`src/rtl/core/deu_pkg.sv`:
```
// deu_pkg: shared types, constants and the coefficient ROM of the double exp unit.
// Used by deu_fpu and double_exp_unit_core. No dependencies.
`timescale 1ns / 1ps

package deu_pkg;

  // Horner term count and coefficient table size
  localparam int NUM_TERMS_DEF = 19;
  localparam int COEF_COUNT    = 19;
  localparam int COEF_IDX_W    = 5;

  // Internal arithmetic widths
  localparam int SIG_W  = 53;          // significand with hidden bit
  localparam int NORM_W = 2 * SIG_W;   // widest unrounded significand (product)
  localparam int EXP_W  = 14;          // signed internal exponent

  // binary64 field constants
  localparam int EXP_BIAS      = 1023;
  localparam int FRAC_W        = 52;
  localparam logic [10:0] EXP_ALL_ONES = 11'h7FF;

  // Scale factor saturation: beyond these p * 2^n is surely inf or +0
  localparam int SCALE_MAX = 2100;
  localparam int SCALE_MIN = -2200;

  // Double constants
  localparam logic [63:0] LOG2E_BITS = $realtobits(1.4426950408889633870E0);
  localparam logic [63:0] LN2_BITS   = $realtobits(6.9314718055994530942705877E-1);
  localparam logic [63:0] ONE_BITS   = 64'h3FF0_0000_0000_0000;
  localparam logic [63:0] HALF_BITS  = 64'h3FE0_0000_0000_0000;
  localparam logic [63:0] QUIET_BIT  = 64'h0008_0000_0000_0000;

  // Taylor coefficients, ascending order
  localparam logic [63:0] COEF_ROM [COEF_COUNT] = '{
    $realtobits(1.0000000000000000000E0),
    $realtobits(1.0000000000000000000E0),
    $realtobits(0.5000000000000000000E0),
    $realtobits(0.1666666666666666667E0),
    $realtobits(0.0416666666666666667E0),
    $realtobits(0.0083333333333333333E0),
    $realtobits(0.0013888888888888889E0),
    $realtobits(1.9841269841269841270E-4),
    $realtobits(2.4801587301587301587E-5),
    $realtobits(2.7557319223985894396E-6),
    $realtobits(2.7557319223985894396E-7),
    $realtobits(2.5052108385441722582E-8),
    $realtobits(2.0876756987868101412E-9),
    $realtobits(1.6059043836821618179E-10),
    $realtobits(1.1470745597729725684E-11),
    $realtobits(7.6471637318198171229E-13),
    $realtobits(4.7794773323873860349E-14),
    $realtobits(2.8114572543455219389E-15),
    $realtobits(1.5619206968586232698E-16)
  };

  function automatic logic [63:0] coef_bits(input logic [COEF_IDX_W-1:0] idx);
    logic [63:0] v;
    v = 64'h0;
    if (idx < COEF_IDX_W'(COEF_COUNT)) v = COEF_ROM[idx];
    return v;
  endfunction

  // Operations of the shared float unit
  typedef enum logic [1:0] {
    FOP_MUL,
    FOP_ADD,
    FOP_SCALE
  } fop_t;

  typedef enum logic [2:0] {
    F_IDLE,
    F_MUL,
    F_ALIGN,
    F_ADD,
    F_NORM,
    F_SHR,
    F_ROUND
  } fpu_state_t;

  typedef enum logic [3:0] {
    S_IDLE,
    S_MUL_X,
    S_SPLIT,
    S_SUB_FR,
    S_CHECK,
    S_ADJ_IP,
    S_ADJ_FR,
    S_TO_INT,
    S_MUL_Z,
    S_H_MUL,
    S_H_ADD,
    S_SCALE,
    S_OUT
  } seq_state_t;

  typedef struct packed {
    logic                    start;
    fop_t                    op;
    logic [63:0]             a;
    logic [63:0]             b;
    logic signed [EXP_W-1:0] n;
  } fpu_req_t;

  typedef struct packed {
    logic        done;
    logic [63:0] res;
  } fpu_rsp_t;

endpackage

```
`src/rtl/core/deu_fpu.sv`:
```
// deu_fpu: shared binary64 multiply / add / scale-by-2^n unit, round to nearest even.
// Multi-cycle, one operation at a time. Depends on deu_pkg.
`timescale 1ns / 1ps

module deu_fpu
  import deu_pkg::*;
(
  input  logic     clk,
  input  logic     rst,
  input  fpu_req_t req,
  output fpu_rsp_t rsp
);

  localparam int LZ_W     = $clog2(NORM_W + 1);
  localparam int D_W      = $clog2(NORM_W + 2);
  localparam int HALF_W   = (SIG_W + 1) / 2;
  localparam int ALN_W    = SIG_W + 3;            // significand plus guard, round, sticky
  localparam int ALN_IDX  = $clog2(ALN_W);
  localparam int MUL_OFS  = 2 * (EXP_BIAS + FRAC_W);
  localparam int ONE_OFS  = EXP_BIAS + FRAC_W;
  localparam int ADD_OFS  = EXP_BIAS + FRAC_W + 3;
  localparam int SUB_EXP  = EXP_BIAS + FRAC_W - 1; // 1074

  function automatic logic [SIG_W-1:0] sig_of(input logic [63:0] v);
    return {(v[62:52] != 11'h0), v[51:0]};
  endfunction

  function automatic logic signed [EXP_W-1:0] exp_of(input logic [63:0] v);
    return (v[62:52] == 11'h0) ? EXP_W'(1) : EXP_W'({1'b0, v[62:52]});
  endfunction

  fpu_state_t state, state_next;

  logic                    sgn, zsgn, inf_flag, sub;
  logic signed [EXP_W-1:0] ex, exa, exb, q;
  logic [NORM_W-1:0]       acc;
  logic [SIG_W-1:0]        ma, mb, kept;
  logic                    sa, sb, rnd, stk;
  logic [ALN_W-1:0]        big_al, small_al;
  logic [1:0]              pp_cnt;
  logic [63:0]             res;
  logic                    done;

  // state register
  always_ff @(posedge clk) begin
    if (rst) state <= F_IDLE;
    else     state <= state_next;
  end

  // next state
  always_comb begin
    state_next = state;
    unique case (state)
      F_IDLE: begin
        if (req.start) begin
          unique case (req.op)
            FOP_MUL:   state_next = F_MUL;
            FOP_ADD:   state_next = F_ALIGN;
            FOP_SCALE: state_next = F_NORM;
            default:   state_next = F_IDLE;
          endcase
        end
      end
      F_MUL:   if (pp_cnt == 2'd3) state_next = F_NORM;
      F_ALIGN: state_next = F_ADD;
      F_ADD:   state_next = F_NORM;
      F_NORM:  state_next = F_SHR;
      F_SHR:   state_next = F_ROUND;
      F_ROUND: state_next = F_IDLE;
      default: state_next = F_IDLE;
    endcase
  end

  // one 27x27 partial product per cycle
  logic [HALF_W-1:0]   pa, pb;
  logic [2*HALF_W-1:0] pprod;
  logic [NORM_W-1:0]   pp_sh;
  always_comb begin
    pa    = pp_cnt[1] ? HALF_W'(ma >> HALF_W) : ma[HALF_W-1:0];
    pb    = pp_cnt[0] ? HALF_W'(mb >> HALF_W) : mb[HALF_W-1:0];
    pprod = pa * pb;
    pp_sh = (NORM_W'(pprod) << (pp_cnt[1] ? HALF_W : 0)) << (pp_cnt[0] ? HALF_W : 0);
  end

  // alignment of the smaller addend, sticky folded into the lsb
  logic                    a_ge;
  logic [SIG_W-1:0]        big_sig, small_sig;
  logic signed [EXP_W-1:0] big_exp, diff;
  logic [ALN_W-1:0]        small_ext, small_sh, lost_mask;
  always_comb begin
    a_ge      = (exa > exb) || ((exa == exb) && (ma >= mb));
    big_sig   = a_ge ? ma : mb;
    small_sig = a_ge ? mb : ma;
    big_exp   = a_ge ? exa : exb;
    diff      = a_ge ? (exa - exb) : (exb - exa);
    small_ext = {small_sig, 3'b000};
    lost_mask = '0;
    small_sh  = '0;
    if (diff >= EXP_W'(ALN_W)) begin
      small_sh = ALN_W'(small_sig != '0);
    end else begin
      lost_mask = (ALN_W'(1) << diff[ALN_IDX-1:0]) - ALN_W'(1);
      small_sh  = (small_ext >> diff[ALN_IDX-1:0])
                | ALN_W'((small_ext & lost_mask) != '0);
    end
  end

  // add or subtract magnitudes
  logic [ALN_W:0] sum;
  always_comb begin
    if (sub) sum = {1'b0, big_al} - {1'b0, small_al};
    else     sum = {1'b0, big_al} + {1'b0, small_al};
  end

  // leading zero count
  logic [LZ_W-1:0] lz;
  always_comb begin
    lz = LZ_W'(NORM_W);
    for (int i = 0; i < NORM_W; i++) begin
      if (acc[i]) lz = LZ_W'(NORM_W - 1 - i);
    end
  end

  // drop count: normal needs 53 kept bits, subnormal stops at 2^-1074
  logic signed [EXP_W:0]  dmin;
  logic [D_W-1:0]         d;
  logic [2*NORM_W-1:0]    wide;
  always_comb begin
    dmin = $signed((EXP_W+1)'(-SUB_EXP)) - $signed({ex[EXP_W-1], ex});
    if (dmin > $signed((EXP_W+1)'(NORM_W + 1)))
      d = D_W'(NORM_W + 1);
    else if (dmin > $signed((EXP_W+1)'(NORM_W - SIG_W)))
      d = D_W'(dmin);
    else
      d = D_W'(NORM_W - SIG_W);
    wide = {acc, NORM_W'(0)} >> d;
  end

  // round to nearest even and pack
  logic                    inc;
  logic [SIG_W:0]          m;
  logic [SIG_W-1:0]        mant;
  logic signed [EXP_W-1:0] qq, be;
  logic [63:0]             packed_res;
  always_comb begin
    inc = rnd & (stk | kept[0]);
    m   = {1'b0, kept} + (SIG_W+1)'(inc);
    if (m[SIG_W]) begin
      mant = m[SIG_W:1];
      qq   = q + EXP_W'(1);
    end else begin
      mant = m[SIG_W-1:0];
      qq   = q;
    end
    be = mant[SIG_W-1] ? (qq + EXP_W'(ONE_OFS)) : EXP_W'(0);
    if (inf_flag || (be >= EXP_W'(2047)))
      packed_res = {sgn, EXP_ALL_ONES, 52'h0};
    else
      packed_res = {sgn, be[10:0], mant[FRAC_W-1:0]};
  end

  // datapath registers
  always_ff @(posedge clk) begin
    unique case (state)
      F_IDLE: begin
        sa       <= req.a[63];
        sb       <= req.b[63];
        ma       <= sig_of(req.a);
        mb       <= sig_of(req.b);
        exa      <= exp_of(req.a);
        exb      <= exp_of(req.b);
        pp_cnt   <= 2'd0;
        if (req.op == FOP_MUL) begin
          sgn      <= req.a[63] ^ req.b[63];
          inf_flag <= (req.a[62:52] == EXP_ALL_ONES) || (req.b[62:52] == EXP_ALL_ONES);
          acc      <= '0;
          ex       <= exp_of(req.a) + exp_of(req.b) - EXP_W'(MUL_OFS);
        end else if (req.op == FOP_SCALE) begin
          sgn      <= req.a[63];
          inf_flag <= 1'b0;
          acc      <= NORM_W'(sig_of(req.a));
          ex       <= exp_of(req.a) - EXP_W'(ONE_OFS) + req.n;
        end else begin
          sgn      <= req.a[63];
          inf_flag <= 1'b0;
          acc      <= '0;
        end
      end
      F_MUL: begin
        acc    <= acc + pp_sh;
        pp_cnt <= pp_cnt + 2'd1;
      end
      F_ALIGN: begin
        big_al   <= {big_sig, 3'b000};
        small_al <= small_sh;
        sub      <= sa ^ sb;
        sgn      <= a_ge ? sa : sb;
        zsgn     <= sa & sb;
        ex       <= big_exp - EXP_W'(ADD_OFS);
      end
      F_ADD: begin
        acc <= NORM_W'(sum);
        if (sum == '0) sgn <= zsgn;
      end
      F_NORM: begin
        acc <= acc << lz;
        ex  <= ex - EXP_W'(lz);
      end
      F_SHR: begin
        kept <= wide[NORM_W+SIG_W-1:NORM_W];
        rnd  <= wide[NORM_W-1];
        stk  <= (wide[NORM_W-2:0] != '0);
        q    <= ex + $signed(EXP_W'(d));
      end
      F_ROUND: res <= packed_res;
      default: ;
    endcase
  end

  // completion pulse
  always_ff @(posedge clk) begin
    if (rst) done <= 1'b0;
    else     done <= (state == F_ROUND);
  end

  assign rsp.done = done;
  assign rsp.res  = res;

endmodule

```
`config.mk`:
```
export PLATFORM = sky130hd
export DESIGN_NAME = deu_fpu
export DESIGN_NICKNAME = d
export VERILOG_FILES = /design/src/rtl/core/deu_pkg.sv /design/src/rtl/core/deu_fpu.sv
export SDC_FILE = /design/constraint.sdc
export NUM_CORES = 2
export LEC_CHECK = 0
export ABC_CLOCK_PERIOD_IN_PS = 15700
export BUFFER_PORTS_ARGS = -buffer_cell sky130_fd_sc_hd__buf_2
export CORE_MARGIN = 2
export CORE_UTILIZATION = 40
export DETAILED_ROUTE_END_ITERATION = 8
export GPL_TIMING_DRIVEN = 1
export HOLD_SLACK_MARGIN = 0.02
export PLACE_DENSITY = 0.63
export SLEW_MARGIN = 5
export SYNTH_ARGS = -nofsm -noshare
export SYNTH_HDL_FRONTEND = slang
export SYNTH_SLANG_ARGS = --single-unit
```
`constraint.sdc`:
```
create_clock -name clk -period 15.7 [get_ports clk]
set_input_delay 1.57 -clock clk [delete_from_list [all_inputs] [get_ports clk]]
set_output_delay 1.57 -clock clk [all_outputs]
set_load 0.1 [all_outputs]
```
==> summary.txt <==
Status
  • Status: finished with violations
  • Failing checks: max-capacitance violations

Setup path
  • R2R Setup Slk: 1530 ps
  • Startpoint Class: flip-flop
  • Crit path kind: reg2reg
  • Max Fanout on Critical Path: 19
  • Most used cell, CP: a21o_1
  • CP required: 16150 ps
  • Crit path largest cell delay: 1010 ps
  • CP endpoint kind: flip-flop
  • Slowest cell on crit path: edfxtp_1
  • Crit path DAT: 14620 ps
  • CP bufs+invs: 5
  • Delay-heaviest family, CP: compound AO/OA/AOI/OAI gates

Cells and area
  • Most frequent cells in the layout: nand2_1, inv_1, nor2_1
  • Most common cell after layout, fill and taps aside: nand2_1
  • Syn-to-layout area delta: 7.47%
  • Nets: 11032
  • Final Cell Area: 87700 sq um
  • Share of cells above drive strength 1: 0.0828

Timing
  • Fin crit period: 14170 ps
  • Slew @ Worst Pin: 1480 ps
  • Worst Skew: 55.5 ps
  • Max Slew Vio Count: 0
  • Final setup vio count: 0
  • Period utilization: 0.902
  • Relative slew slack: 0.00413
  • RSZ-0062 raised after global routing: false
  • Final WS setup: 1530 ps
  • Final Hold Fails: 0
  • TNS Setup: 0 ps
  • Fmax: 0.0706 GHz

Clocking
  • Cts repair resizes: 0
  • Setup Fix Bufs, Post-CTS: 0
  • CTS tree: done
  • # hold bufs at CTS: 0
  • CTS clk-pin slew, worst paths: 80 ps
  • TritonCTS Buffers: 61
  • H-tree lvl count: 2
  • Clock sink count: 502
  • Worst-skew pair later-pin latency: 750 ps
  • Clock root buffer: clkbuf_16
  • Clock Tree Buf Depth: 3

Placed design
  • GP Congestion: 1.05
  • Dpl ws: 1870 ps
  • Dpl cell area: 85500 sq um
  • IO Port Bufs: 211
  • HPWL Detailed: 305000 um

Logic synthesis
  • Cell area after synthesis: 81600 sq um
  • Synth area leaders: edfxtp_1, fa_1, mux2i_1
  • Syn nets: 11151
  • Syn. warnings: 0
  • Area leader, netlist: edfxtp_1
  • Number of synthesized register bits: 502
  • Sequential share of the synthesized area: 0.184
  • Syn_area_per_cell: 8.30 sq um
  • Post-synth top flop: edfxtp_1
  • Syn Inst Count: 9833
  • Async set-or-reset flop fraction in the synthesized netlist: 0
  • Synth top area share: 0.183
  • Post-synth cell types: 102
  • Post-synth EDFFs: 498

Floorplanning
  • Initial Util: 0.403
  • Die width: 456 um
  • Die area: 208000 sq um
  • # IOs: 212
  • Num rows: 165
  • Die H: 456 um
  • CORE AREA: 203000 sq um

GRT
  • Global route overflow: 0
  • Largest net degree at the start of global routing: 164
  • First-pass GRT wire length: 545000 um
  • Total track usage: 0.355
  • Via count of the first global-routing pass: 76035
  • Initial antenna violation count: 26

Route
  • Antenna viol nets, final: 0
  • DRC: 0
  • Drt total wl: 382000 um
  • Vias per std cell: 6.37
  • DRT iter0 DRCs: 10510
  • First-pass detailed-route iteration total: 9
  • WL per Instance: 30.7 um
  • DR vias: 79370

Worst hold path
  • Min-Delay Path Class: reg2reg

Job
  • # Max-Cap Violations: 2
## per-layer routing
layer | vias up | GRT usage | share of wire
met5 | - | 0 | 0.00038
met4 | 22 | 0.188 | 0.065
met3 | 998 | 0.0837 | 0.10
met2 | 4877 | 0.533 | 0.42
met1 | 39064 | 0.472 | 0.41
li1 | 34409 | - | -
## logic make-up (layout without fill, tap and decap cells)
family	after synthesis	in the layout	share of synthesized area
compound gates	2307	2307	0.183
flops	502	502	0.184
simple gates	3005	3005	0.167
other cells	0	16	0
xor+xnor	335	335	0.0360
buf+inv	1589	1521	0.0751
fa+ha+maj	1172	1172	0.238
mux	923	923	0.117
## path summary, 6_finish.rpt
check / start / cells past startpoint / endpoint
hold / removal: sb / 1 / sub
setup reg to reg: pp_cnt[1] / 45 / acc[105]
hold reg to reg: sb / 1 / sub
setup / recovery: pp_cnt[1] / 45 / acc[105]
## through the flow
stage                     utilization  instances  hold WS [ps]
after floorplan                     -       9833           400
after global placement          0.422      12323           553
after detailed placement        0.422      12323           580
after CTS                       0.433      12437           587
after global routing            0.433      12438           604
final                           0.433      12453           577
## cell type report
type,count,area [sq um]
fill,20218,115000
sequential,502,15000
clock inverter,47,526
antenna,16,40.0
tap,2672,3340
timing repair buffer,424,2680
multi-input combinational,7742,60800
clock buffer,67,1570
inverter,983,3690
## synthesized netlist by cell type, types with 82 or more instances
cell type / number
mux2i_1: 773
and2_1: 100
xnor2_1: 201
mux2_2: 143
nand2_1: 1188
nor2b_1: 92
ha_1: 539
a211oi_1: 90
o22ai_1: 91
buf_1: 97
nand3_1: 245
fa_1: 632
a21o_1: 174
buf_2: 84
o21ai_0: 489
nor2_1: 779
clkbuf_1: 416
xor2_1: 134
nand4_1: 82
a31oi_1: 86
a21oi_1: 609
edfxtp_1: 498
inv_1: 972
nor3_1: 152
## sequential cells by signal (all words and copies together) (netlist names), 2 cells and up
signal,cells
exb,11
state,3
exa,11
q,14
pp_cnt,2
kept,53
ex,14
mb,53
big_al,53
res,64
small_al,56
acc,106
ma,53
Power is left out: the tool's default activity adds up to more than one toggle a clock period on the data nets, which glitch-free logic cannot reach.
